==> src/hdl/cpwe_pkg.sv <==
`timescale 1ns / 1ps
// ----------------------------------------------------------------------------
// cpwe_pkg
// Shared types, codes and helpers for the cassette pulse-width encoder.
// ----------------------------------------------------------------------------
package cpwe_pkg;

   // Default longest pulse, in samples
   localparam int MAX_PULSE_SAMPLES_DEF = 8;

   // Register reset values
   localparam logic [3:0] LONG_RESET  = 4'd8;
   localparam logic [3:0] SHORT_RESET = 4'd4;
   localparam logic [6:0] AMP_RESET   = 7'd16;

   // CRC-16 constants
   localparam logic [15:0] CRC_INIT = 16'hFFFF;
   localparam logic [15:0] CRC_POLY = 16'h1021;

   // Tape command codes
   typedef enum logic [2:0] {
      CMD_LEADER = 3'd0,
      CMD_SYNC   = 3'd1,
      CMD_PLAIN  = 3'd2,
      CMD_BLOCK  = 3'd3,
      CMD_CRC_HI = 3'd4,
      CMD_CRC_LO = 3'd5
   } cmd_code_type;

   // Register indexes on the csr port
   typedef enum logic [1:0] {
      CSR_LONG  = 2'd0,
      CSR_SHORT = 2'd1,
      CSR_AMP   = 2'd2
   } csr_index_type;

   // Controller to datapath
   typedef struct packed {
      logic load;   // take a new command
      logic step;   // produce one sample into the output register
   } ctrl_cmd_type;

   // Datapath to controller
   typedef struct packed {
      logic last;      // sample about to be produced ends the command
      logic out_free;  // output register can take a sample this cycle
   } dp_status_type;

   // One byte through CRC-16, MSB first
   function automatic logic [15:0] crc_feed(input logic [15:0] crc, input logic [7:0] value);
      logic [15:0] c;
      c = crc ^ {value, 8'h00};
      for (int i = 0; i < 8; i++) begin
         if (c[15]) begin
            c = {c[14:0], 1'b0} ^ CRC_POLY;
         end else begin
            c = {c[14:0], 1'b0};
         end
      end
      return c;
   endfunction

endpackage

==> src/hdl/cpwe_ctrl.sv <==
`timescale 1ns / 1ps
// ----------------------------------------------------------------------------
// cpwe_ctrl
// Command sequencer: accepts commands and paces the datapath one sample a step.
// ----------------------------------------------------------------------------
module cpwe_ctrl
   import cpwe_pkg::*;
(
   input  logic          clock,
   input  logic          reset,
   input  logic          req_tvalid,
   output logic          req_tready,
   input  logic [2:0]    command,
   output ctrl_cmd_type  dp_cmd,
   input  dp_status_type dp_status
);

   typedef enum logic {
      ST_IDLE,
      ST_EMIT
   } state_type;

   state_type state_ff;
   logic      accept;
   logic      cmd_valid;

   // Codes 6 and 7 are taken but produce nothing
   always_comb begin
      unique case (command)
         CMD_LEADER, CMD_SYNC, CMD_PLAIN,
         CMD_BLOCK, CMD_CRC_HI, CMD_CRC_LO: cmd_valid = 1'b1;
         default:                          cmd_valid = 1'b0;
      endcase
   end

   assign req_tready  = (state_ff == ST_IDLE);
   assign accept      = req_tvalid && req_tready;
   assign dp_cmd.load = accept;
   assign dp_cmd.step = (state_ff == ST_EMIT) && dp_status.out_free;

   // State register
   always_ff @(posedge clock) begin
      if (reset) begin
         state_ff <= ST_IDLE;
      end else begin
         unique case (state_ff)
            ST_IDLE: begin
               if (accept && cmd_valid) begin
                  state_ff <= ST_EMIT;
               end
            end
            ST_EMIT: begin
               if (dp_cmd.step && dp_status.last) begin
                  state_ff <= ST_IDLE;
               end
            end
            default: state_ff <= ST_IDLE;
         endcase
      end
   end

   // A known command blocks the input until its last sample is out
   a_busy_after_cmd: assert property (@(posedge clock) disable iff (reset)
      accept && cmd_valid |=> !req_tready)
      else $error("input still ready after a known command");

   // An unknown command leaves the input open
   a_idle_after_unknown: assert property (@(posedge clock) disable iff (reset)
      accept && !cmd_valid |=> req_tready)
      else $error("unknown command started emission");

   // Emission ends right after the final step
   a_done_after_last: assert property (@(posedge clock) disable iff (reset)
      dp_cmd.step && dp_status.last |=> req_tready)
      else $error("still busy after last sample");

endmodule

==> src/hdl/cpwe_dp.sv <==
`timescale 1ns / 1ps
// ----------------------------------------------------------------------------
// cpwe_dp
// Datapath: config registers, CRC, bit shifter, pulse counter, output register.
// ----------------------------------------------------------------------------
module cpwe_dp
   import cpwe_pkg::*;
#(
   parameter int MAX_PULSE_SAMPLES = MAX_PULSE_SAMPLES_DEF
)
(
   input  logic          clock,
   input  logic          reset,
   // config
   input  logic          csr_we,
   input  logic [1:0]    csr_addr,
   input  logic [6:0]    csr_wdata,
   // command fields
   input  logic [2:0]    command,
   input  logic [7:0]    data_byte,
   input  logic          block_start,
   // control
   input  ctrl_cmd_type  dp_cmd,
   output dp_status_type dp_status,
   // result
   output logic          rsp_tvalid,
   input  logic          rsp_tready,
   output logic [7:0]    rsp_tdata,
   output logic          rsp_tlast
);

   localparam int LEN_W = $clog2(MAX_PULSE_SAMPLES + 1);
   localparam int POS_W = $clog2(MAX_PULSE_SAMPLES);

   logic [3:0]        long_ff;
   logic [3:0]        short_ff;
   logic [6:0]        amp_ff;
   logic [15:0]       crc_ff;
   logic [15:0]       crc_in;
   logic [7:0]        shift_ff;
   logic [7:0]        shift_in;
   logic [2:0]        bits_ff;
   logic [2:0]        bits_in;
   logic [POS_W-1:0]  pos_ff;
   logic [LEN_W-1:0]  lng;
   logic [LEN_W-1:0]  sht;
   logic [LEN_W-1:0]  cur_len;
   logic              pulse_end;
   logic signed [7:0] level_pos;
   logic signed [7:0] level_neg;
   logic signed [7:0] sample;
   logic              rsp_tvalid_ff;
   logic [7:0]        rsp_data_ff;
   logic              rsp_last_ff;

   // Config registers
   always_ff @(posedge clock) begin
      if (reset) begin
         long_ff  <= LONG_RESET;
         short_ff <= SHORT_RESET;
         amp_ff   <= AMP_RESET;
      end else if (csr_we) begin
         unique case (csr_addr)
            CSR_LONG:  long_ff  <= csr_wdata[3:0];
            CSR_SHORT: short_ff <= csr_wdata[3:0];
            CSR_AMP:   amp_ff   <= csr_wdata;
            default:   ;
         endcase
      end
   end

   // Pulse lengths clamped to 2..MAX_PULSE_SAMPLES
   always_comb begin
      if (long_ff < 4'd2) begin
         lng = LEN_W'(2);
      end else if (int'(long_ff) > MAX_PULSE_SAMPLES) begin
         lng = LEN_W'(MAX_PULSE_SAMPLES);
      end else begin
         lng = LEN_W'(long_ff);
      end
      if (short_ff < 4'd2) begin
         sht = LEN_W'(2);
      end else if (int'(short_ff) > MAX_PULSE_SAMPLES) begin
         sht = LEN_W'(MAX_PULSE_SAMPLES);
      end else begin
         sht = LEN_W'(short_ff);
      end
   end

   // Load: pick the bits to send; block bytes advance the CRC
   always_comb begin
      crc_in   = crc_ff;
      shift_in = data_byte;
      bits_in  = 3'd7;
      unique case (command)
         CMD_LEADER: begin
            shift_in = 8'h80;
            bits_in  = 3'd0;
         end
         CMD_SYNC: begin
            shift_in = 8'h00;
            bits_in  = 3'd0;
         end
         CMD_PLAIN: ;
         CMD_BLOCK: crc_in = crc_feed(block_start ? CRC_INIT : crc_ff, data_byte);
         CMD_CRC_HI: shift_in = ~crc_ff[15:8];
         CMD_CRC_LO: shift_in = ~crc_ff[7:0];
         default: ;
      endcase
   end

   always_ff @(posedge clock) begin
      if (reset) begin
         crc_ff <= CRC_INIT;
      end else if (dp_cmd.load) begin
         crc_ff <= crc_in;
      end
   end

   // Current pulse and sample level
   assign cur_len   = shift_ff[7] ? lng : sht;
   assign pulse_end = (LEN_W'(pos_ff) == cur_len - LEN_W'(1));
   assign level_pos = {1'b0, amp_ff};
   assign level_neg = 8'd0 - level_pos;
   assign sample    = (LEN_W'(pos_ff) < (cur_len >> 1)) ? level_pos : level_neg;

   // Bit shifter and sample counter
   always_ff @(posedge clock) begin
      if (reset) begin
         pos_ff   <= '0;
         bits_ff  <= '0;
         shift_ff <= '0;
      end else if (dp_cmd.load) begin
         pos_ff   <= '0;
         bits_ff  <= bits_in;
         shift_ff <= shift_in;
      end else if (dp_cmd.step) begin
         if (pulse_end) begin
            pos_ff   <= '0;
            bits_ff  <= bits_ff - 3'd1;
            shift_ff <= {shift_ff[6:0], 1'b0};
         end else begin
            pos_ff <= pos_ff + POS_W'(1);
         end
      end
   end

   assign dp_status.last     = pulse_end && (bits_ff == 3'd0);
   assign dp_status.out_free = !rsp_tvalid_ff || rsp_tready;

   // Output register
   always_ff @(posedge clock) begin
      if (reset) begin
         rsp_tvalid_ff <= 1'b0;
      end else if (dp_cmd.step) begin
         rsp_tvalid_ff <= 1'b1;
      end else if (rsp_tready) begin
         rsp_tvalid_ff <= 1'b0;
      end
   end

   always_ff @(posedge clock) begin
      if (dp_cmd.step) begin
         rsp_data_ff <= sample;
         rsp_last_ff <= dp_status.last;
      end
   end

   assign rsp_tvalid = rsp_tvalid_ff;
   assign rsp_tdata  = rsp_data_ff;
   assign rsp_tlast  = rsp_last_ff;

   // A step never overwrites a sample that has not been taken
   a_no_overrun: assert property (@(posedge clock) disable iff (reset)
      dp_cmd.step |-> dp_status.out_free)
      else $error("sample overwritten in output register");

   // Counter restarts at each new command
   a_load_clears_pos: assert property (@(posedge clock) disable iff (reset)
      dp_cmd.load |=> pos_ff == '0)
      else $error("pulse counter not cleared on load");

   // Mid-pulse steps count up by one
   a_pos_counts: assert property (@(posedge clock) disable iff (reset)
      dp_cmd.step && !pulse_end && !dp_cmd.load |=> pos_ff == $past(pos_ff) + POS_W'(1))
      else $error("pulse counter skipped");

   // Stepped sample lands in the output register with its end flag
   a_last_flag: assert property (@(posedge clock) disable iff (reset)
      dp_cmd.step |=> rsp_tvalid && (rsp_tlast == $past(dp_status.last)))
      else $error("end-of-command flag lost");

endmodule

==> src/hdl/cassette_pulse_width_encoder.sv <==
`timescale 1ns / 1ps
// ----------------------------------------------------------------------------
// cassette_pulse_width_encoder
// Tape command to pulse-width coded audio sample stream, with block CRC-16.
// ----------------------------------------------------------------------------
// Usage:
//   req channel takes one tape command per beat; rsp channel returns one
//   signed sample per beat, tlast marking the final sample of each command.
//   A long pulse codes a one bit and leader, a short pulse a zero bit and
//   sync; bytes go MSB first. The first half of each pulse (rounded down) is
//   +amplitude, the rest -amplitude.
//   csr port sets long length, short length and amplitude; write it only
//   while no command is in progress.
// Timing:
//   The first sample is stepped once the controller enters its emit state
//   after the command beat, and is registered in the output register. Samples
//   follow at one per cycle while rsp_tready holds, set by the single pulse
//   counter; a command gives up to MAX_PULSE_SAMPLES samples for leader or
//   sync, up to 8 * MAX_PULSE_SAMPLES for a byte. Codes 6 and 7 are taken and produce nothing.
// Reset: lengths 8 and 4, amplitude 16, CRC 0xFFFF, output empty.
// Stall: when rsp_tready is low the sample holds and generation pauses; the
//   next command is accepted once the last sample sits in the output register.
// ----------------------------------------------------------------------------
module cassette_pulse_width_encoder
   import cpwe_pkg::*;
#(
   parameter int MAX_PULSE_SAMPLES = MAX_PULSE_SAMPLES_DEF
)
(
   input  logic       clock,
   input  logic       reset,
   // command channel
   input  logic       req_tvalid,
   output logic       req_tready,
   input  logic [7:0] req_tdata,   // [7:0] data_byte
   input  logic [3:0] req_tuser,   // [2:0] command, [3] block_start
   // sample channel
   output logic       rsp_tvalid,
   input  logic       rsp_tready,
   output logic [7:0] rsp_tdata,   // [7:0] sample (signed)
   output logic       rsp_tlast,
   // config
   input  logic       csr_we,
   input  logic [1:0] csr_addr,
   input  logic [6:0] csr_wdata
);

   ctrl_cmd_type  dp_cmd;
   dp_status_type dp_status;

   cpwe_ctrl u_ctrl (
      .clock      (clock),
      .reset      (reset),
      .req_tvalid (req_tvalid),
      .req_tready (req_tready),
      .command    (req_tuser[2:0]),
      .dp_cmd     (dp_cmd),
      .dp_status  (dp_status)
   );

   cpwe_dp #(
      .MAX_PULSE_SAMPLES (MAX_PULSE_SAMPLES)
   ) u_dp (
      .clock       (clock),
      .reset       (reset),
      .csr_we      (csr_we),
      .csr_addr    (csr_addr),
      .csr_wdata   (csr_wdata),
      .command     (req_tuser[2:0]),
      .data_byte   (req_tdata),
      .block_start (req_tuser[3]),
      .dp_cmd      (dp_cmd),
      .dp_status   (dp_status),
      .rsp_tvalid  (rsp_tvalid),
      .rsp_tready  (rsp_tready),
      .rsp_tdata   (rsp_tdata),
      .rsp_tlast   (rsp_tlast)
   );

endmodule

==> config.mk <==
export PLATFORM = sky130hd
export DESIGN_NAME = cassette_pulse_width_encoder
export DESIGN_NICKNAME = d
export VERILOG_FILES = /design/src/hdl/cpwe_pkg.sv /design/src/hdl/cpwe_ctrl.sv /design/src/hdl/cpwe_dp.sv /design/src/hdl/cassette_pulse_width_encoder.sv
export SDC_FILE = /design/constraint.sdc
export NUM_CORES = 1
export LEC_CHECK = 0
export BUFFER_PORTS_ARGS = -buffer_cell sky130_fd_sc_hd__buf_2
export CORE_ASPECT_RATIO = 1.2
export CORE_UTILIZATION = 44
export CTS_CLUSTER_DIAMETER = 150
export DETAILED_ROUTE_END_ITERATION = 7
export PLACE_DENSITY = 0.71
export SYNTH_ARGS = -nofsm -noshare
export SYNTH_HDL_FRONTEND = slang
export SYNTH_SLANG_ARGS = --single-unit
==> constraint.sdc <==
create_clock -name clock -period 5.2 [get_ports clock]
set_input_delay 0.26 -clock clock [delete_from_list [all_inputs] [get_ports clock]]
set_output_delay 0.26 -clock clock [all_outputs]
set_load 0.01 [all_outputs]
==> metrics.txt <==
Setup Buffers After CTS=0; diode count=0; cell area after layout=3420 µm²; Worst-path clk slew=0.10 ns; Vias/cell=5.49; Resized Gates After CTS=0; Rows=33; Max-Cap Viols=0; Worst Clk Skew=0.00864 ns; Max-slew headroom=23.2%; PwrDens=273 nW/µm²; DRT antenna net count=0; largest net degree at the start of global routing=47; HPWL Detailed=4360 µm; Final Hold Viols=0; initial antenna violation count=0; first-pass GRT wire length=10600 µm; status=finished clean; layout cells sized above 1=17.5%; Netlist Area Pre-Place=3100 µm²; path type of the worst min-delay path=in2reg; io pins=37; drt initial violations=89; Placed Area=3310 µm²; CP Data Arrival Time=2.83 ns; TritonCTS Sinks=56; P&R area growth vs syn=10.4%; first-pass detailed-route iteration total=4; fmax=381 MHz; Mapped Cells=333; area taken by multi-input logic gates=1760 µm²; PortBufs=36; total gr overflow=0; hold_sp=csr_wdata[5]; CTS Buf Count=5; Ys Warns=0; cell with the most instances after synthesis=nor2_1; leakage power=1.41 nW; Core Footprint=6810 µm²; #FFs+latches synth=56; number of global-route vias before repair=2427; Final Max Tran Viols=0; crit path kind=reg2reg; period utilization=50.4%; Most used DFF post-synth=dfxtp_1; detailed-route via count=2447; Worst-Skew Late Latency=0.31 ns; Syn Area/Cell=9.31 µm²; Yosys cell types=50; total power=0.933 mW; Wirelength per Cell=13.7 µm; DRC errors left=0; Fillers=664; EDFF count, synth=9; Die Y-Extent=94.0 µm; crit path from=u_dp.shift_ff[7]$_SDFFE_PP0P_; Final Critical Period=2.62 ns; setup tns final=0 ns; drt total wl=6100 µm; GRT Total Usage=18.0%; Net Count, Synth=365; Reg area=1210 µm²; reg2reg start=u_dp.shift_ff[7]$_SDFFE_PP0P_; critical-path maximum fanout=13; asr flop ratio synth=0%; area leader, netlist=dfxtp_1; RSZ-0062 raised after global routing=no; startpoint types=register; Die Area=7390 µm²; Final Setup Violations=0; dominant cells by area after synthesis=dfxtp_1 (30%), edfxtp_1 (8.7%), xnor2_1 (7.3%); H-tree levels=2; Initial Util=45.5%; gp weighted congestion=0.851; Die X=78.6 µm; CP Data Required Time=5.41 ns; Post-Place Worst Slack=2.61 ns; CTS root buf=clkbuf_8; Synth top area share=30.3%; Peak supply drop=0.182 mV; Nets=390; CTS tree=done; commonest cells in the netlist=nor2_1 (54), dfxtp_1 (47), xnor2_1 (26), mux2i_1 (21), a211o_1 (19); Longest Clk Path Bufs=2; CTS Hold Buffers Added=0; post-synthesis sequential area ratio=39.0%; CP Capture Type=register; crit path setup slack, layout=2.58 ns; Worst-Margin Slew=1.12 ns
-- report_power, final --
part           total, mW  leakage (nW)  switching [mW]  internal, mW
clock              0.289        0.0558           0.143         0.146
combinational      0.165         0.887          0.0917        0.0730
sequential         0.479         0.469          0.0147         0.464
-- final timing paths --
| check | end | slack, ns | depth (start not counted) |
|---|---|---|---|
| min | u_dp.amp_ff[5]$_SDFFE_PP0P_ | 0.18 | 3 |
| max reg2reg | u_dp.bits_ff[2]$_SDFFE_PP0P_ | 2.58 | 4 |
| max | u_dp.bits_ff[2]$_SDFFE_PP0P_ | 2.58 | 4 |
| min reg2reg | u_dp.pos_ff[0]$_SDFFE_PP0P_ | 0.49 | 2 |
-- routing by layer --
metal	GRT usage, %	part of all wire (%)
met5	0	0
met4	6.79	2.0
met3	3.01	2.7
met2	33.0	51
met1	20.7	45
-- registers in the layout, summed over array words and instances, names as in the netlist --
name and cells:
u_dp.rsp_tlast 1, u_dp.rsp_tvalid 1, u_dp.rsp_tdata 8, u_dp.short_ff 4
u_dp.shift_ff 8, u_dp.long_ff 4, u_dp.amp_ff 7, u_dp.crc_ff 16
u_dp.pos_ff 3, u_ctrl.state_ff 1, u_dp.bits_ff 3
-- layout make-up --
type,count,share of cell area [%]
Clock buffer,6,2.12
Clock inverter,2,1.13
Inverter,11,1.21
Multi-Input combinational cell,246,51.3
Sequential cell,56,35.4
Tap cell,87,3.18
Timing Repair Buffer,38,5.70
-- critical path, stage by stage, from the launching register on --
cell and delay (ns):
dfxtp_1 0.54, mux4_2 0.56, mux2i_1 0.89, nor3_4 0.18, o311a_1 0.34
-- cells in the final DEF, fill, tap and decap left out, types with 8 or more instances in the layout --
cell / n
a211o_1: 19
a21oi_1: 18
buf_2: 36
dfxtp_1: 47
edfxtp_1: 9
inv_1: 11
mux2i_1: 21
nor2_1: 54
or2_2: 8
xnor2_1: 26
-- kinds of logic after synthesis --
family | Yosys count | share of synthesized area [%]
XOR/XNOR | 33 | 9.32
adder cells (fa/ha/maj) | 6 | 2.42
buffers and inverters | 31 | 4.36
AO/OA/AOI/OAI | 73 | 17.8
flip-flops | 56 | 39.0
multiplexers | 26 | 9.04
AND/OR/NAND/NOR | 108 | 18.1
-- stage by stage --
stage | instances | utilization [%] | hold slack [ns]
floorplan | 333 | - | 0.378
global placement | 438 | 48.6 | 0.468
detailed placement | 438 | 48.6 | 0.477
CTS | 446 | 50.2 | 0.176
global route | 446 | 50.2 | 0.178
finish | 446 | 50.2 | 0.181
(Power assumes the default switching activity.)
